`src/rtl/alsse_pkg.sv`:
```
`default_nettype none
// ----------------------------------------------------------------------------
// alsse_pkg
// Shared types and constants for the packed key table engine.
// ----------------------------------------------------------------------------
package alsse_pkg;

	localparam int TABLE_DEPTH = 32;
	localparam int AW          = $clog2(TABLE_DEPTH);
	localparam int CW          = $clog2(TABLE_DEPTH + 1);
	localparam int KEY_W       = 30;

	typedef enum logic [2:0] {
		OP_INSERT   = 3'd0,
		OP_APPEND   = 3'd1,
		OP_LSEARCH  = 3'd2,
		OP_BSEARCH  = 3'd3,
		OP_DEL_SLOT = 3'd4,
		OP_DEL_KEY  = 3'd5,
		OP_SORT     = 3'd6,
		OP_NOP      = 3'd7
	} opcode_t;

	typedef enum logic [1:0] {
		ST_DONE      = 2'd0,
		ST_NOT_FOUND = 2'd1,
		ST_BAD_INDEX = 2'd2,
		ST_RSVD      = 2'd3
	} status_t;

	typedef enum logic [3:0] {
		S_IDLE,
		S_INS_RD,
		S_INS_WR,
		S_LIN_RD,
		S_LIN_EV,
		S_DEL_RD,
		S_DEL_WR,
		S_BIN_RD,
		S_BIN_EV,
		S_SRT_RD0,
		S_SRT_LD,
		S_SRT_RD,
		S_SRT_EV,
		S_FIN
	} state_t;

	typedef struct packed {
		logic [2:0]       opcode;
		logic [KEY_W-1:0] key;
		logic [4:0]       slot;
	} cmd_t;

	typedef struct packed {
		logic [1:0] status;
		logic [4:0] found_index;
		logic [5:0] entry_count;
		logic       is_sorted;
	} rsp_t;

	typedef struct packed {
		logic eq;
		logic gt;
	} cmp_t;

endpackage
`default_nettype wire

```
`src/rtl/alsse_ram.sv`:
```
`default_nettype none
// ----------------------------------------------------------------------------
// alsse_ram
// Generic single write, single read RAM with registered read data.
// ----------------------------------------------------------------------------
module alsse_ram #(
	parameter int WIDTH = 8,
	parameter int DEPTH = 16
) (
	input  wire logic                     clk,
	input  wire logic                     we,
	input  wire logic [$clog2(DEPTH)-1:0] waddr,
	input  wire logic [WIDTH-1:0]         wdata,
	input  wire logic [$clog2(DEPTH)-1:0] raddr,
	output logic      [WIDTH-1:0]         rdata
);

	logic [WIDTH-1:0] mem_q [DEPTH];

	always_ff @(posedge clk) begin
		if (we) begin
			mem_q[waddr] <= wdata;
		end
		rdata <= mem_q[raddr];
	end

endmodule
`default_nettype wire

```
`src/rtl/alsse_cmp.sv`:
```
`default_nettype none
// ----------------------------------------------------------------------------
// alsse_cmp
// Shared key comparator: equality and unsigned greater-than.
// ----------------------------------------------------------------------------
module alsse_cmp (
	input  wire logic [alsse_pkg::KEY_W-1:0] a,
	input  wire logic [alsse_pkg::KEY_W-1:0] b,
	output alsse_pkg::cmp_t                  res
);

	always_comb begin
		res.eq = (a == b);
		res.gt = (a > b);
	end

endmodule
`default_nettype wire

```
`src/rtl/array_list_search_sort_engine.sv`:
```
`default_nettype none
// ----------------------------------------------------------------------------
// array_list_search_sort_engine
// Packed key table with insert, append, search, delete and sort commands.
// ----------------------------------------------------------------------------
// One command is taken at a time; cmd_stall stays high until its response is
// loaded. Every step goes through the single table RAM (one read, one
// write a cycle, registered read) and one shared comparator. Insert and delete
// shift each entry behind the slot by one place, linear search reads one
// entry per step, binary search halves the span per probe, and sort runs
// count-1 bubble passes over the valid entries. Reset needs no clearing pass:
// the entry count marks the valid prefix.
module array_list_search_sort_engine (
	input  wire logic            clk,
	input  wire logic            arst_n,
	input  wire logic            cmd_valid,
	output logic                 cmd_stall,
	input  wire alsse_pkg::cmd_t cmd,
	output logic                 rsp_valid,
	input  wire logic            rsp_stall,
	output alsse_pkg::rsp_t      rsp
);

	localparam int AW = alsse_pkg::AW;
	localparam int CW = alsse_pkg::CW;
	localparam int KW = alsse_pkg::KEY_W;

	alsse_pkg::state_t state_q, state_d;
	logic [CW-1:0] cnt_q, cnt_d, ptr_q, ptr_d, pos_q, pos_d;
	logic [CW-1:0] lo_q, lo_d, hi_q, hi_d, pass_q, pass_d;
	logic [KW-1:0] key_q, key_d, carry_q, carry_d;
	logic [2:0]    op_q, op_d;
	logic [1:0]    st_q, st_d;
	logic [AW-1:0] fnd_q, fnd_d;
	logic          sorted_q, sorted_d;
	logic          rsp_valid_q, rsp_valid_d;
	alsse_pkg::rsp_t rsp_q, rsp_d;

	logic          we;
	logic [AW-1:0] waddr, raddr;
	logic [KW-1:0] wdata, rdata, cmp_a, cmp_b;
	alsse_pkg::cmp_t cmp_r;
	logic [CW:0]   mid_sum;
	logic [CW-1:0] mid, at_c;
	logic          accept;

	alsse_ram #(.WIDTH(KW), .DEPTH(alsse_pkg::TABLE_DEPTH)) u_ram (
		.clk   (clk),
		.we    (we),
		.waddr (waddr),
		.wdata (wdata),
		.raddr (raddr),
		.rdata (rdata)
	);

	alsse_cmp u_cmp (
		.a   (cmp_a),
		.b   (cmp_b),
		.res (cmp_r)
	);

	assign accept    = cmd_valid && !cmd_stall;
	assign cmd_stall = (state_q != alsse_pkg::S_IDLE);
	assign rsp_valid = rsp_valid_q;
	assign rsp       = rsp_q;
	assign mid_sum   = {1'b0, lo_q} + {1'b0, hi_q} - (CW+1)'(1);
	assign mid       = CW'(mid_sum >> 1);
	assign at_c      = (cmd.opcode == alsse_pkg::OP_APPEND) ? cnt_q : CW'(cmd.slot);

	always_ff @(posedge clk or negedge arst_n) begin
		if (!arst_n) begin
			state_q     <= alsse_pkg::S_IDLE;
			cnt_q       <= '0;
			sorted_q    <= 1'b0;
			rsp_valid_q <= 1'b0;
		end else begin
			state_q     <= state_d;
			cnt_q       <= cnt_d;
			sorted_q    <= sorted_d;
			rsp_valid_q <= rsp_valid_d;
		end
	end

	always_ff @(posedge clk) begin
		ptr_q   <= ptr_d;
		pos_q   <= pos_d;
		lo_q    <= lo_d;
		hi_q    <= hi_d;
		pass_q  <= pass_d;
		key_q   <= key_d;
		carry_q <= carry_d;
		op_q    <= op_d;
		st_q    <= st_d;
		fnd_q   <= fnd_d;
		rsp_q   <= rsp_d;
	end

	always_comb begin
		state_d     = state_q;
		cnt_d       = cnt_q;
		ptr_d       = ptr_q;
		pos_d       = pos_q;
		lo_d        = lo_q;
		hi_d        = hi_q;
		pass_d      = pass_q;
		key_d       = key_q;
		carry_d     = carry_q;
		op_d        = op_q;
		st_d        = st_q;
		fnd_d       = fnd_q;
		sorted_d    = sorted_q;
		rsp_d       = rsp_q;
		rsp_valid_d = rsp_valid_q && rsp_stall;
		we          = 1'b0;
		waddr       = AW'(ptr_q);
		wdata       = rdata;
		raddr       = AW'(ptr_q);
		cmp_a       = rdata;
		cmp_b       = key_q;

		case (state_q)
			alsse_pkg::S_IDLE: begin
				if (accept) begin
					op_d  = cmd.opcode;
					key_d = cmd.key;
					st_d  = alsse_pkg::ST_DONE;
					fnd_d = '0;
					ptr_d = '0;
					lo_d  = '0;
					hi_d  = cnt_q;
					case (cmd.opcode)
						alsse_pkg::OP_INSERT, alsse_pkg::OP_APPEND: begin
							pos_d = at_c;
							ptr_d = (cnt_q == CW'(alsse_pkg::TABLE_DEPTH)) ?
								CW'(alsse_pkg::TABLE_DEPTH - 1) : cnt_q;
							if (cmd.key == '0 || at_c > cnt_q ||
								at_c >= CW'(alsse_pkg::TABLE_DEPTH)) begin
								st_d    = alsse_pkg::ST_BAD_INDEX;
								state_d = alsse_pkg::S_FIN;
							end else begin
								state_d = alsse_pkg::S_INS_RD;
							end
						end
						alsse_pkg::OP_LSEARCH, alsse_pkg::OP_DEL_KEY: begin
							state_d = alsse_pkg::S_LIN_RD;
						end
						alsse_pkg::OP_BSEARCH: begin
							state_d = alsse_pkg::S_BIN_RD;
						end
						alsse_pkg::OP_DEL_SLOT: begin
							ptr_d = CW'(cmd.slot);
							if (CW'(cmd.slot) < cnt_q) begin
								fnd_d   = AW'(cmd.slot);
								state_d = alsse_pkg::S_DEL_RD;
							end else begin
								st_d    = alsse_pkg::ST_BAD_INDEX;
								state_d = alsse_pkg::S_FIN;
							end
						end
						alsse_pkg::OP_SORT: begin
							pass_d = cnt_q - CW'(1);
							if (cnt_q < CW'(2)) begin
								sorted_d = 1'b1;
								state_d  = alsse_pkg::S_FIN;
							end else begin
								state_d = alsse_pkg::S_SRT_RD0;
							end
						end
						default: begin
							state_d = alsse_pkg::S_FIN;
						end
					endcase
				end
			end
			alsse_pkg::S_INS_RD: begin
				if (ptr_q == pos_q) begin
					we       = 1'b1;
					waddr    = AW'(pos_q);
					wdata    = key_q;
					sorted_d = 1'b0;
					if (cnt_q != CW'(alsse_pkg::TABLE_DEPTH)) begin
						cnt_d = cnt_q + CW'(1);
					end
					state_d = alsse_pkg::S_FIN;
				end else begin
					raddr   = AW'(ptr_q - CW'(1));
					state_d = alsse_pkg::S_INS_WR;
				end
			end
			alsse_pkg::S_INS_WR: begin
				we      = 1'b1;
				waddr   = AW'(ptr_q);
				wdata   = rdata;
				ptr_d   = ptr_q - CW'(1);
				state_d = alsse_pkg::S_INS_RD;
			end
			alsse_pkg::S_LIN_RD: begin
				if (ptr_q == cnt_q) begin
					st_d    = alsse_pkg::ST_NOT_FOUND;
					state_d = alsse_pkg::S_FIN;
				end else begin
					state_d = alsse_pkg::S_LIN_EV;
				end
			end
			alsse_pkg::S_LIN_EV: begin
				if (cmp_r.eq) begin
					fnd_d   = AW'(ptr_q);
					state_d = (op_q == alsse_pkg::OP_DEL_KEY) ?
						alsse_pkg::S_DEL_RD : alsse_pkg::S_FIN;
				end else begin
					ptr_d   = ptr_q + CW'(1);
					state_d = alsse_pkg::S_LIN_RD;
				end
			end
			alsse_pkg::S_DEL_RD: begin
				raddr = AW'(ptr_q + CW'(1));
				if (({1'b0, ptr_q} + (CW+1)'(1)) >= {1'b0, cnt_q}) begin
					cnt_d   = cnt_q - CW'(1);
					state_d = alsse_pkg::S_FIN;
				end else begin
					state_d = alsse_pkg::S_DEL_WR;
				end
			end
			alsse_pkg::S_DEL_WR: begin
				we      = 1'b1;
				waddr   = AW'(ptr_q);
				wdata   = rdata;
				ptr_d   = ptr_q + CW'(1);
				state_d = alsse_pkg::S_DEL_RD;
			end
			alsse_pkg::S_BIN_RD: begin
				raddr = AW'(mid);
				ptr_d = mid;
				if (lo_q >= hi_q) begin
					st_d    = alsse_pkg::ST_NOT_FOUND;
					state_d = alsse_pkg::S_FIN;
				end else begin
					state_d = alsse_pkg::S_BIN_EV;
				end
			end
			alsse_pkg::S_BIN_EV: begin
				if (cmp_r.eq) begin
					fnd_d   = AW'(ptr_q);
					state_d = alsse_pkg::S_FIN;
				end else begin
					if (cmp_r.gt) begin
						hi_d = ptr_q;
					end else begin
						lo_d = ptr_q + CW'(1);
					end
					state_d = alsse_pkg::S_BIN_RD;
				end
			end
			alsse_pkg::S_SRT_RD0: begin
				raddr   = '0;
				state_d = alsse_pkg::S_SRT_LD;
			end
			alsse_pkg::S_SRT_LD: begin
				carry_d = rdata;
				ptr_d   = CW'(1);
				state_d = alsse_pkg::S_SRT_RD;
			end
			alsse_pkg::S_SRT_RD: begin
				if (ptr_q == cnt_q) begin
					we    = 1'b1;
					waddr = AW'(cnt_q - CW'(1));
					wdata = carry_q;
					if (pass_q == CW'(1)) begin
						sorted_d = 1'b1;
						state_d  = alsse_pkg::S_FIN;
					end else begin
						pass_d  = pass_q - CW'(1);
						state_d = alsse_pkg::S_SRT_RD0;
					end
				end else begin
					state_d = alsse_pkg::S_SRT_EV;
				end
			end
			alsse_pkg::S_SRT_EV: begin
				cmp_a = carry_q;
				cmp_b = rdata;
				we    = 1'b1;
				waddr = AW'(ptr_q - CW'(1));
				if (cmp_r.gt) begin
					wdata = rdata;
				end else begin
					wdata   = carry_q;
					carry_d = rdata;
				end
				ptr_d   = ptr_q + CW'(1);
				state_d = alsse_pkg::S_SRT_RD;
			end
			alsse_pkg::S_FIN: begin
				if (!rsp_valid_q || !rsp_stall) begin
					rsp_d.status      = st_q;
					rsp_d.found_index = 5'(fnd_q);
					rsp_d.entry_count = 6'(cnt_q);
					rsp_d.is_sorted   = sorted_q;
					rsp_valid_d       = 1'b1;
					state_d           = alsse_pkg::S_IDLE;
				end
			end
			default: begin
				state_d = alsse_pkg::S_IDLE;
			end
		endcase
	end

`ifndef SYNTHESIS
	a_cnt_bound: assert property (@(posedge clk) disable iff (!arst_n)
		cnt_q <= CW'(alsse_pkg::TABLE_DEPTH))
		else $error("entry count beyond table depth");

	a_busy_after_accept: assert property (@(posedge clk) disable iff (!arst_n)
		accept |=> state_q != alsse_pkg::S_IDLE)
		else $error("engine idle after accepting a transaction");

	a_sort_sets_flag: assert property (@(posedge clk) disable iff (!arst_n)
		(state_q == alsse_pkg::S_FIN && op_q == alsse_pkg::OP_SORT) |-> sorted_q)
		else $error("sorted flag clear after sort");

	a_bin_bounds: assert property (@(posedge clk) disable iff (!arst_n)
		state_q == alsse_pkg::S_BIN_EV |-> (ptr_q >= lo_q && ptr_q < hi_q))
		else $error("bisection probe outside span");
`endif

endmodule
`default_nettype wire
```
`config.mk`:
```
export PLATFORM = sky130hd
export DESIGN_NAME = array_list_search_sort_engine
export DESIGN_NICKNAME = d
export VERILOG_FILES = /design/src/rtl/alsse_pkg.sv /design/src/rtl/alsse_ram.sv /design/src/rtl/alsse_cmp.sv /design/src/rtl/array_list_search_sort_engine.sv
export SDC_FILE = /design/constraint.sdc
export NUM_CORES = 2
export LEC_CHECK = 0
export BUFFER_PORTS_ARGS = -buffer_cell sky130_fd_sc_hd__buf_2
export CORE_MARGIN = 10
export CORE_UTILIZATION = 50
export DETAILED_ROUTE_END_ITERATION = 8
export HOLD_SLACK_MARGIN = 0.15
export PLACE_DENSITY = 0.66
export SETUP_SLACK_MARGIN = 0.4
export SLEW_MARGIN = 25
export SYNTH_ARGS = -nofsm -noshare
export SYNTH_HDL_FRONTEND = slang
export SYNTH_HIERARCHICAL = 1
export SYNTH_SLANG_ARGS = --single-unit
```
`constraint.sdc`:
```
create_clock -name clk -period 7.18 [get_ports clk]
set_clock_uncertainty 0.15 [all_clocks]
set_input_delay 0.718 -clock clk [delete_from_list [all_inputs] [get_ports clk]]
set_output_delay 0.718 -clock clk [all_outputs]
set_load 0.01 [all_outputs]
```
* Word level (Yosys, flattened, before mapping)
Memories as Yosys holds them, arrays and structs flattened. A register that Yosys moved wholly into a read port is not among the register bits. Cells that the tools add are included.
Word-level totals: output and inout bits 16, logic and storage cells 195, RAM bits 960, bits of input ports 42, memories kept 1, register bits after elaboration 126
Cells by class: $add $sub $neg 8, order comparisons 7, mux-type cells 78, reduce and logical (&&, ||, !) cells 39, eq/ne operators 44
Memory list:
- u_ram.mem_q | depth 32, width 30, read ports 1, clocked after Yosys merged registers in 1, write ports 1, line alsse_ram.sv:18 | logic [WIDTH-1:0] mem_q [DEPTH];
Operators with widths (number):
- two-way mux 30 bit | 6
- two-way mux 6 bit | 17
- case mux 30 bit (3 select lines) | 1
- case mux 30 bit (2 select lines) | 1
- case mux 6 bit (2 select lines) | 5
- case mux 4 bit (13 select lines) | 1
- two-way mux 4 bit | 11
- case mux 6 bit (6 select lines) | 1
- two-way mux 5 bit | 7
- inequality test 2 bit, second input constant | 16
- equality test 30 bit | 1
- > comparator 30 bit | 1
- zero test 30 bit | 1
- equality test 4 bit, second input constant | 6
- case mux 4 bit (5 select lines) | 1
- case mux 5 bit (4 select lines) | 1
- subtractor 6 x 1 -> 6 bit, second input constant | 3
- equality test 4 x 3 -> 1 bit, second input constant | 4
- AND reduction 4 bit | 4
- case mux 5 bit (3 select lines) | 1
- adder 6 x 1 -> 6 bit, second input constant | 2
- equality test 3 bit, second input constant | 4
- equality test 6 bit | 2
- two-way mux 1 bit | 12
- 38 further kinds | 67

* Longest topological paths before layout
depth after elaboration 9, gate-level depth with buffers 19

* Hierarchy
Netlist, hierarchy kept.
Modules (own cells, without submodules):
- alsse_ram | times used 1, area an instance 38059.0 sq um, cells an instance 2122
- array_list_search_sort_engine | times used 1, area an instance 8018.9 sq um, cells an instance 857
- alsse_cmp | times used 1, area an instance 785.8 sq um, cells an instance 108

* Least setup slack after synthesis
Ideal clock, no wire load.
path kind register to register, from reg state_q[1], to reg carry_q[0], enable pin, period minus slack after synthesis 5.591 ns, arrival 5.013 ns, setup slack 1.589 ns, setup time 0.427 ns, cell stages (with the launch flop) 15, cell sequence dfrtp_1 -> clkbuf_1 -> or2_2 -> nor2_1 -> clkbuf_1 -> nand2_1 -> nand2_1 -> inv_1 -> ha_1 -> nand4_2 -> or4_4 -> nor4_4 -> a21oi_2 -> or3_1 -> a21oi_1
RTL lines:
- start, declared | line array_list_search_sort_engine.sv:28 | alsse_pkg::state_t state_q, state_d;
- start signal, assigned | line array_list_search_sort_engine.sv:72 | state_q <= alsse_pkg::S_IDLE;
- start signal, assigned | line array_list_search_sort_engine.sv:77 | state_q <= state_d;
- end signal, assigned | line array_list_search_sort_engine.sv:91 | carry_q <= carry_d;
- end, declared | line array_list_search_sort_engine.sv:31 | logic [KW-1:0] key_q, key_d, carry_q, carry_d;

==> impl_metrics.env <==
export IMPL_critical_path_arrival_ns=6.29
export IMPL_power_per_cell_area_mw_per_mm2=492
export IMPL_synth_mux_area_frac=0.105
export IMPL_fin_crit_sh=0.852
export IMPL_tns_ns=0
export IMPL_synth_area_leader_cell="edfxtp_1"
export IMPL_area_growth_pct=12.8
export IMPL_drt_wirelength_per_cell_um=29.3
export IMPL_maxClockFrequency_mhz=164
export IMPL_maxCapViolCount=0
export IMPL_die_area_mm2=0.106
export IMPL_cts_sinks=1116
export IMPL_start_util=0.503
export IMPL_syn_area_per_cell_um2=15.2
export IMPL_core_area_mm2=0.0932
export IMPL_timing_final_crit_period_ns=6.11
export IMPL_clockBufferDepth=3
export IMPL_crit_fanout=48
export IMPL_met2_usage=0.404
export IMPL_hp_class="input port to flop"
export IMPL_place_hpwl_mm=73.3
export IMPL_vias=28100
export IMPL_p_leak_nw=18.4
export IMPL_tritoncts="built"
export IMPL_stdcell_count=4548
export IMPL_slew_headroom=0.249
export IMPL_yosys_area_share_simple=0.0657
export IMPL_antenna_found_initial=4
export IMPL_ir_worst_vdd_mv=0.739
export IMPL_grt_util_met1=0.326
export IMPL_worstSkewPairLatency_ns=0.69
export IMPL_rows=112
export IMPL_cp_required_ns=7.35
export IMPL_worst_pin_slew_ns=1.12
export IMPL_synth_area_leaders="edfxtp_1, mux2i_1, nand2_1"
export IMPL_placed_area_mm2=0.0489
export IMPL_root_buffer="clkbuf_16"
export IMPL_synth_most_common_cell="edfxtp_1"
export IMPL_syn_nets=3199
export IMPL_final_hold_viol_count=0
export IMPL_grt_pass1_wl_mm=191
export IMPL_ys_top_cells_by_count="edfxtp_1, mux2i_1, nand2_1, a21oi_1, nand3_1"
export IMPL_synth_cell_types=73
export IMPL_layout_nets=3312
export IMPL_ys_flop_type="edfxtp_1"
export IMPL_met3_usage=0.0375
export IMPL_placed_cells=4316
export IMPL_portBuffers=57
export IMPL_ys_warn_count=6
export IMPL_io_pins=58
export IMPL_dr_first_iter_drc_count=3272
export IMPL_grt_pass1_vias=27100
export IMPL_cts_made_buffers=109
export IMPL_grt_max_degree=121
export IMPL_drive_gt1_frac=0.115
export IMPL_synth_async_sr_flop_share=0.0108
export IMPL_post_cts_buffers=0
export IMPL_synth_area_mm2=0.0469
export IMPL_syn_inst=3087
export IMPL_track_usage=0.244
export IMPL_die_w_um=326
export IMPL_synth_top_family_by_area="multiplexers"
export IMPL_critPathLaunchType="flop"
export IMPL_postRouteAntennaNets=0
export IMPL_drc=0
export IMPL_synth_compound_area_frac=0.0679
export IMPL_drtPass1Iterations=5
export IMPL_synth_yosys_seq_area_share=0.707
export IMPL_overflow=0
export IMPL_yosysTopAreaCellShare=0.688
export IMPL_synth_edff_count=1074
export IMPL_avgViaCountPerCell=6.17
export IMPL_grt_busiest_layer="met2"
export IMPL_die_height_um=326
export IMPL_synth_fa_ha_area_frac=0.0188
export IMPL_gp_congestion=0.904
export IMPL_setup_viol=0
export IMPL_finalWirelength_mm=133
export IMPL_drv_slew=0
export IMPL_critPathCaptureType="flop"
export IMPL_finalInstanceArea_mm2=0.0529
export IMPL_grt_setup_unrepaired="false"
export IMPL_htreeDepth=3
export IMPL_outcome="finished clean"
export IMPL_synthXorXnorAreaFrac=0.00691
export IMPL_ys_ff_latch=1116
export IMPL_clk_pin_slew_worst_paths_ns=0.06
export IMPL_critPathKind="flop to flop"
[power breakdown]
group	leakage (nW)	switching, W	internal [W]
logic	6.47	0.00708	0.00364
clock network	1.77	0.00243	0.00334
registers	10.1	0.000448	0.00905
[cells in the final DEF, fill, tap and decap left out, types with 26 or more instances in the layout]
master         count
a21oi_1          135
a221o_1           35
a22o_1            65
a22oi_1           92
a31oi_1           35
buf_2             57
buf_4             67
clkbuf_1          30
clkbuf_16        109
dfxtp_1           30
dlygate4sd3_1     27
edfxtp_1        1074
ha_1              69
inv_1             73
mux2i_1          482
nand2_1          318
nand3_1          111
nor2_1            44
nor2_4            34
nor2b_1           42
nor3_1            43
o21ai_0           31
xnor2_1           26
[cell type report]
class,instances,area (um^2)
flip-flops and latches,1116,33200
multi-input cells,1726,12700
well taps,1254,1570
clock inverters,59,711
diodes,1,2.50
clock buffers,145,2920
fillers,7116,40300
inverters,74,278
repair buffers,173,1500
[stage by stage]
step	setup WS, ns	power, W	utilization	hold WS, ns
after detailed placement	1.14	0.0202	0.525	0.255
final	1.07	0.0260	0.567	0.174
after global routing	0.855	0.0271	0.567	0.164
after global placement	1.31	0.0199	0.525	0.258
after CTS	1.16	0.0259	0.567	0.154
after floorplan	1.59	0.0169	-	0.250
[per-layer routing]
layer | vias to the layer above | wire [um]
met2 | 1416 | 64400
met1 | 14300 | 53100
met3 | 235 | 11400
met4 | 0 | 4320
li1 | 12100 | -
met5 | - | 0
[state kept, by name, summed over array words and instances (netlist names), 5 cells and up]
signal / count
pass_q: 6
cnt_q: 6
rsp: 14
u_ram/rdata: 30
fnd_q: 5
u_ram/mem_q: 960
carry_q: 30
key_q: 30
pos_q: 6
hi_q: 6
lo_q: 6
ptr_q: 6
[path summary, 6_finish.rpt]
path	start	endpoint	slack, ns	cells after the start
worst max-delay path	state_q[1]	u_ram/mem_q[25][11]	1.07	15
worst min-delay path	cmd[14]	key_q[9]	0.17	1
max in group asynchronous	arst_n	rsp_valid	6.33	2
worst min register to register	st_q[1]	rsp[13]	0.27	0
worst max register to register	state_q[1]	u_ram/mem_q[25][11]	1.07	15
min in group asynchronous	arst_n	cnt_q[2]	0.30	2
[logic make-up after synthesis]
kind of cell / after synthesis
multiplexers: 491
buffers and inverters: 245
AO/OA/AOI/OAI: 460
AND/OR/NAND/NOR: 668
adder cells (fa/ha/maj): 70
flip-flops: 1116
XOR/XNOR: 37
[critical path: stages (launching register included)]
cell	delay, ns
dfrtp_1	0.65
or2_2	0.47
nor2_4	0.11
buf_4	0.44
buf_4	0.33
nand2_1	0.09
nand2_1	0.06
inv_1	0.05
ha_1	0.30
and4_1	0.22
o21ai_1	0.13
a311oi_1	0.34
o31ai_1	0.14
a21oi_2	0.34
a21o_2	0.89
a221o_1	1.01
[timing repair]
action	4_1_cts	5_1_grt
gates resized for setup	0	0
hold buffers	27	0
hold endpoints to repair	38	0
(Power assumes the default switching activity.)
